<file path="src/sv/m3mi_pkg.sv">
// ----------------------------------------------------------------------------
// m3mi_pkg: shared types and constants of the 3x3 matrix unit
// Operation codes, default widths and the controller/datapath command struct.
// ----------------------------------------------------------------------------
`default_nettype none
package m3mi_pkg;
  localparam int DATA_WIDTH_DEF = 32;
  localparam int FRAC_BITS_DEF  = 16;
  localparam int DIM   = 3;
  localparam int NELEM = DIM * DIM;

  typedef enum logic [1:0] {
    OP_LOAD  = 2'd0,
    OP_MULL  = 2'd1,
    OP_MULR  = 2'd2,
    OP_INV   = 2'd3
  } op_t;

  typedef enum logic [3:0] {
    CMD_NONE  = 4'd0,
    CMD_LOAD  = 4'd1,
    CMD_MAC   = 4'd2,
    CMD_COF   = 4'd3,
    CMD_DET   = 4'd4,
    CMD_DIVGO = 4'd5,
    CMD_COMMIT = 4'd6
  } cmd_kind_t;

  typedef struct packed {
    cmd_kind_t  kind;
    logic [3:0] idx;   // element being produced
    logic [1:0] k;     // term index within the element
    logic       left;  // multiply left when set
  } cmd_t;

  typedef struct packed {
    logic div_done;
    logic det_zero;
  } stat_t;
endpackage
`default_nettype wire

</file>
<file path="src/sv/m3mi_ctrl.sv">
// ----------------------------------------------------------------------------
// m3mi_ctrl: sequencer of the 3x3 matrix unit
// Steps the datapath through products, cofactors, determinant and divisions.
// ----------------------------------------------------------------------------
`default_nettype none
module m3mi_ctrl (
  input  wire              clk,
  input  wire              rst,
  input  wire              in_fire,
  input  wire [1:0]        in_op,
  input  wire              out_free,
  output logic             in_ready,
  output logic             res_load,
  output logic             res_singular,
  input  m3mi_pkg::stat_t  stat,
  output m3mi_pkg::cmd_t   cmd
);
  import m3mi_pkg::*;

  typedef enum logic [7:0] {
    S_IDLE = 8'b0000_0001,
    S_MAC  = 8'b0000_0010,
    S_COF  = 8'b0000_0100,
    S_DET  = 8'b0000_1000,
    S_DIVS = 8'b0001_0000,
    S_DIVW = 8'b0010_0000,
    S_COMM = 8'b0100_0000,
    S_DONE = 8'b1000_0000
  } state_t;

  state_t     state;
  logic [3:0] idx;
  logic [1:0] k;
  logic       left, sing;

  assign in_ready = (state == S_IDLE) && out_free;

  // The result is handed over only while the output register can take it.
  assign res_load     = (state == S_DONE) && out_free;
  assign res_singular = sing;

  always_comb begin
    cmd = '{kind: CMD_NONE, idx: idx, k: k, left: left};
    unique case (state)
      S_IDLE: if (in_fire && op_t'(in_op) == OP_LOAD) cmd.kind = CMD_LOAD;
      S_MAC:  cmd.kind = CMD_MAC;
      S_COF:  cmd.kind = CMD_COF;
      S_DET:  cmd.kind = CMD_DET;
      S_DIVS: cmd.kind = CMD_DIVGO;
      S_COMM: cmd.kind = CMD_COMMIT;
      default: ;
    endcase
  end

  always_ff @(posedge clk) begin
    if (rst) begin
      state <= S_IDLE;
      idx <= '0; k <= '0; left <= 1'b0; sing <= 1'b0;
    end else begin
      idx <= idx; k <= k;
      unique case (state)
        S_IDLE: if (in_fire) begin
          idx <= '0; k <= '0; sing <= 1'b0;
          left <= (op_t'(in_op) == OP_MULL);
          unique case (op_t'(in_op))
            OP_LOAD: state <= S_DONE;
            OP_INV:  state <= S_COF;
            default: state <= S_MAC;
          endcase
        end
        S_MAC: begin
          if (k == 2'd2) begin
            k <= '0;
            if (idx == 4'd8) state <= S_COMM;
            else idx <= idx + 4'd1;
          end else k <= k + 2'd1;
        end
        S_COF: begin
          if (k == 2'd1) begin
            k <= '0;
            if (idx == 4'd8) state <= S_DET;
            else idx <= idx + 4'd1;
          end else k <= k + 2'd1;
        end
        S_DET: begin
          if (k == 2'd2) begin
            k <= '0; idx <= '0; state <= S_DIVS;
          end else k <= k + 2'd1;
        end
        S_DIVS: begin
          if (stat.det_zero) begin
            sing <= 1'b1; state <= S_DONE;
          end else state <= S_DIVW;
        end
        S_DIVW: if (stat.div_done) begin
          if (idx == 4'd8) state <= S_COMM;
          else begin idx <= idx + 4'd1; state <= S_DIVS; end
        end
        S_COMM: state <= S_DONE;
        S_DONE: if (out_free) state <= S_IDLE;
        default: state <= S_IDLE;
      endcase
    end
  end
endmodule
`default_nettype wire
</file>
<file path="config.mk">
export PLATFORM = sky130hd
export DESIGN_NAME = m3mi_ctrl
export DESIGN_NICKNAME = d
export VERILOG_FILES = /design/src/sv/m3mi_pkg.sv /design/src/sv/m3mi_ctrl.sv
export SDC_FILE = /design/constraint.sdc
export NUM_CORES = 1
export LEC_CHECK = 0
export BUFFER_PORTS_ARGS = -buffer_cell sky130_fd_sc_hd__buf_2
export CAP_MARGIN = 10
export CORE_ASPECT_RATIO = 0.8
export CORE_MARGIN = 8
export CORE_UTILIZATION = 50
export CTS_CLUSTER_SIZE = 16
export DETAILED_ROUTE_END_ITERATION = 16
export PLACE_DENSITY = 0.73
export RECOVER_POWER = 25
export SYNTH_ARGS = -nofsm -noshare
export SYNTH_HDL_FRONTEND = slang
export SYNTH_SLANG_ARGS = --single-unit
</file>
<file path="constraint.sdc">
create_clock -name clk -period 3 [get_ports clk]
set_clock_uncertainty 0.2 [all_clocks]
set_input_delay 0.3 -clock clk [delete_from_list [all_inputs] [get_ports clk]]
set_output_delay 0.3 -clock clk [all_outputs]
set_load 0.01 [all_outputs]
</file>
==> impl_metrics.toml <==
[detailed_routing]
antenna_left = 0
via_per_inst = 6.26
drc_errors = 0
drt_iter0_markers = 101
wl_per_cell_um = 15.7
drt-total-wl_mm = 3.07
drtPass1Iterations = 4
vias = 1226

[synth]
synthSimpleGateAreaFrac = 0.300
ys_warn_count = 0
synthTopCellsByArea = "dfxtp_1 26%, ha_1 5.0%, nor2_1 4.2%"
yosys_most_used_dff = "dfxtp_1"
synth_top_cell_by_area = "dfxtp_1"
async_flop_share = 0
synth_top_family_by_area = "simple AND/OR/NAND/NOR gates"
syn_avg_cell_area_um2 = 7.94
synth_compound_area_frac = 0.267
syn_area_um2 = 1250
syn_inst = 157
synthMuxAreaShare = 0
synthDistinctLibCells = 48
ys_seq_area_frac = 0.257
synth_fp_nets = 170
synth_fa_ha_area_frac = 0.0502
yosysTopAreaCellShare = 0.257
synth_most_common_cell = "dfxtp_1"
ys_ff_latch = 16
synth_common_cells = "16 x dfxtp_1, 14 x nor2_1, 9 x a21oi_1, 9 x inv_1, 9 x nor3_1"
synth_edf_count = 0
synth-xor-area-share = 0.0351

[place]
gp_congestion = 0.931
hpwl_mm = 2.33
place_ws_ns = 0.422
port_buffers = 20

[clocking]
clkLatencyLatePin_ns = 0.29
clockBufferDepth = 2
cts_hold_buffers = 0
cts_tree = "yes"
cts_made_buffers = 3
cts.reportedPaths.clkPinSlew_ns = 0.10
h-tree-depth = 1
cts-root-buf = "clkbuf_4"
cts.sinks = 16

[sta]
setup_viol = 0
max-slew-margin-rel = 0.570
min_period_ns = 2.77
hold_violations = 0
fin_tns_setup_ns = 0
fin_crit_sh = 0.923
worstMarginPinSlew_ns = 0.639
fmax_ghz = 0.361
drv_slew = 0
setup_ws_ns = 0.230
rsz0062_at_grt = "no"

[run_status]
status = "finished, final reports clean"

[global_routing]
antenna_found_initial = 0
grt_pass1_vias = 1142
grt.overflow.total = 0
grt_max_degree = 16
grt_usage = 0.151
grt_pass1_wl_mm = 5.36

[die]
num_io_pins = 22
dieHeight_um = 60.7
dieArea_um2 = 4360
start_util = 0.519
core_um2 = 2400
die_w_um = 71.8
rows = 16

[power_and_ir_drop]
ir_drop_mv = 0.371
p_leak_nw = 0.511
power.density_nw_per_um2 = 687

[worst_hold_path]
min_path_type = "primary input to flop"

[setup_path]
required_ns = 2.50
arrival_ns = 2.27
worst_setup_path_start_kind = "flop"
path_class = "flop to output port"
worst_setup_path_end_kind = "output port"
worstPathMaxFanout = 13

[finish]
finalNetCount = 183
antenna_cells = 0
drive_gt1_frac = 0.160
syn_to_final_growth_pct = 7.83
n_fill_cell = 242

[job]
max-cap-violations = 0
worst max-delay path, cell delays in order (launching register included):
cell and delay [ns]:
dfxtp_1 0.45, or4_4 0.64, or3_1 0.35, nor3b_1 0.25
a311o_1 0.15, buf_2 0.13
layout by cell type, fill, tap and decap left out, types with 2 or more instances in the layout:
| cell type | n |
|---|---|
| nor3_1 | 9 |
| nand3b_1 | 2 |
| ha_1 | 5 |
| o21a_1 | 2 |
| nand2b_1 | 2 |
| o2111ai_1 | 2 |
| or4_1 | 2 |
| nor2_1 | 14 |
| or4_4 | 2 |
| a21oi_1 | 9 |
| a31oi_1 | 3 |
| nand2_1 | 4 |
| buf_2 | 13 |
| nor3b_1 | 2 |
| o21ai_0 | 8 |
| nor4_1 | 6 |
| inv_1 | 9 |
| nand4_1 | 2 |
| xnor2_1 | 4 |
| clkbuf_1 | 7 |
| dfxtp_1 | 16 |
| a211o_1 | 2 |
| a311o_1 | 2 |
| a211oi_1 | 3 |
| nand3_1 | 3 |
| o311ai_1 | 2 |
| a22oi_1 | 4 |
| or4b_1 | 2 |
| o32ai_1 | 2 |
| clkbuf_4 | 3 |
| nor2b_1 | 5 |
final cells by class:
| class | instances | area (µm²) | area share |
|---|---|---|---|
| Sequential cell | 16 | 320 | 0.238 |
| Clock buffer | 4 | 36.3 | 0.0270 |
| Timing Repair Buffer | 21 | 98.8 | 0.0736 |
| Tap cell | 27 | 33.8 | 0.0251 |
| Inverter | 9 | 33.8 | 0.0251 |
| Multi-Input combinational cell | 119 | 821 | 0.611 |
flip-flops by register name, summed over array words and instances, names as in the netlist:
name / flops
idx: 4
left: 1
k: 2
state: 8
res_singular: 1
power breakdown:
part	internal, W	switching, W
Combinational	0.000187	0.000288
Clock	0.0000740	0.0000749
Sequential	0.000235	0.0000640
Total	0.000496	0.000427
path summary, 6_finish.rpt:
kind / from / to / slack (ns) / depth (start not counted)
max: state[2] / cmd[7] / 0.23 / 5
min: stat[0] / res_singular / 0.11 / 3
max reg2reg: state[2] / state[0] / 0.37 / 5
min reg2reg: left / left / 0.29 / 2
metal layers:
metal | wire length, µm | GRT usage | vias up
met5 | 0 | 0 | -
met4 | 13 | 0.0290 | 0
met3 | 198 | 0.0479 | 2
met2 | 1360 | 0.232 | 45
met1 | 1500 | 0.202 | 566
li1 | - | - | 613
cells by family after synthesis:
logic type,count (synthesis)
AO/OA/AOI/OAI,46
XOR/XNOR,5
adder cells (fa/ha/maj),5
buffers and inverters,22
flip-flops,16
other,1
AND/OR/NAND/NOR,62
what timing repair did:
item                                    4_1_cts  5_1_grt
buffers inserted                              0        0
endpoints found under the setup margin        0        1
gates resized for setup                       0        1
metrics by stage:
stage | instances | hold WS [ns] | area (µm²) | total power (W) | utilization
after floorplan | 157 | 0.173 | 1250 | 0.000669 | -
after global placement | 192 | 0.246 | 1310 | 0.000755 | 0.546
after detailed placement | 192 | 0.279 | 1310 | 0.000758 | 0.546
after CTS | 196 | 0.101 | 1350 | 0.000911 | 0.561
after global routing | 196 | 0.106 | 1340 | 0.000988 | 0.559
final | 196 | 0.105 | 1340 | 0.000923 | 0.559
No activity file was read; power rests on OpenSTA's default activity.
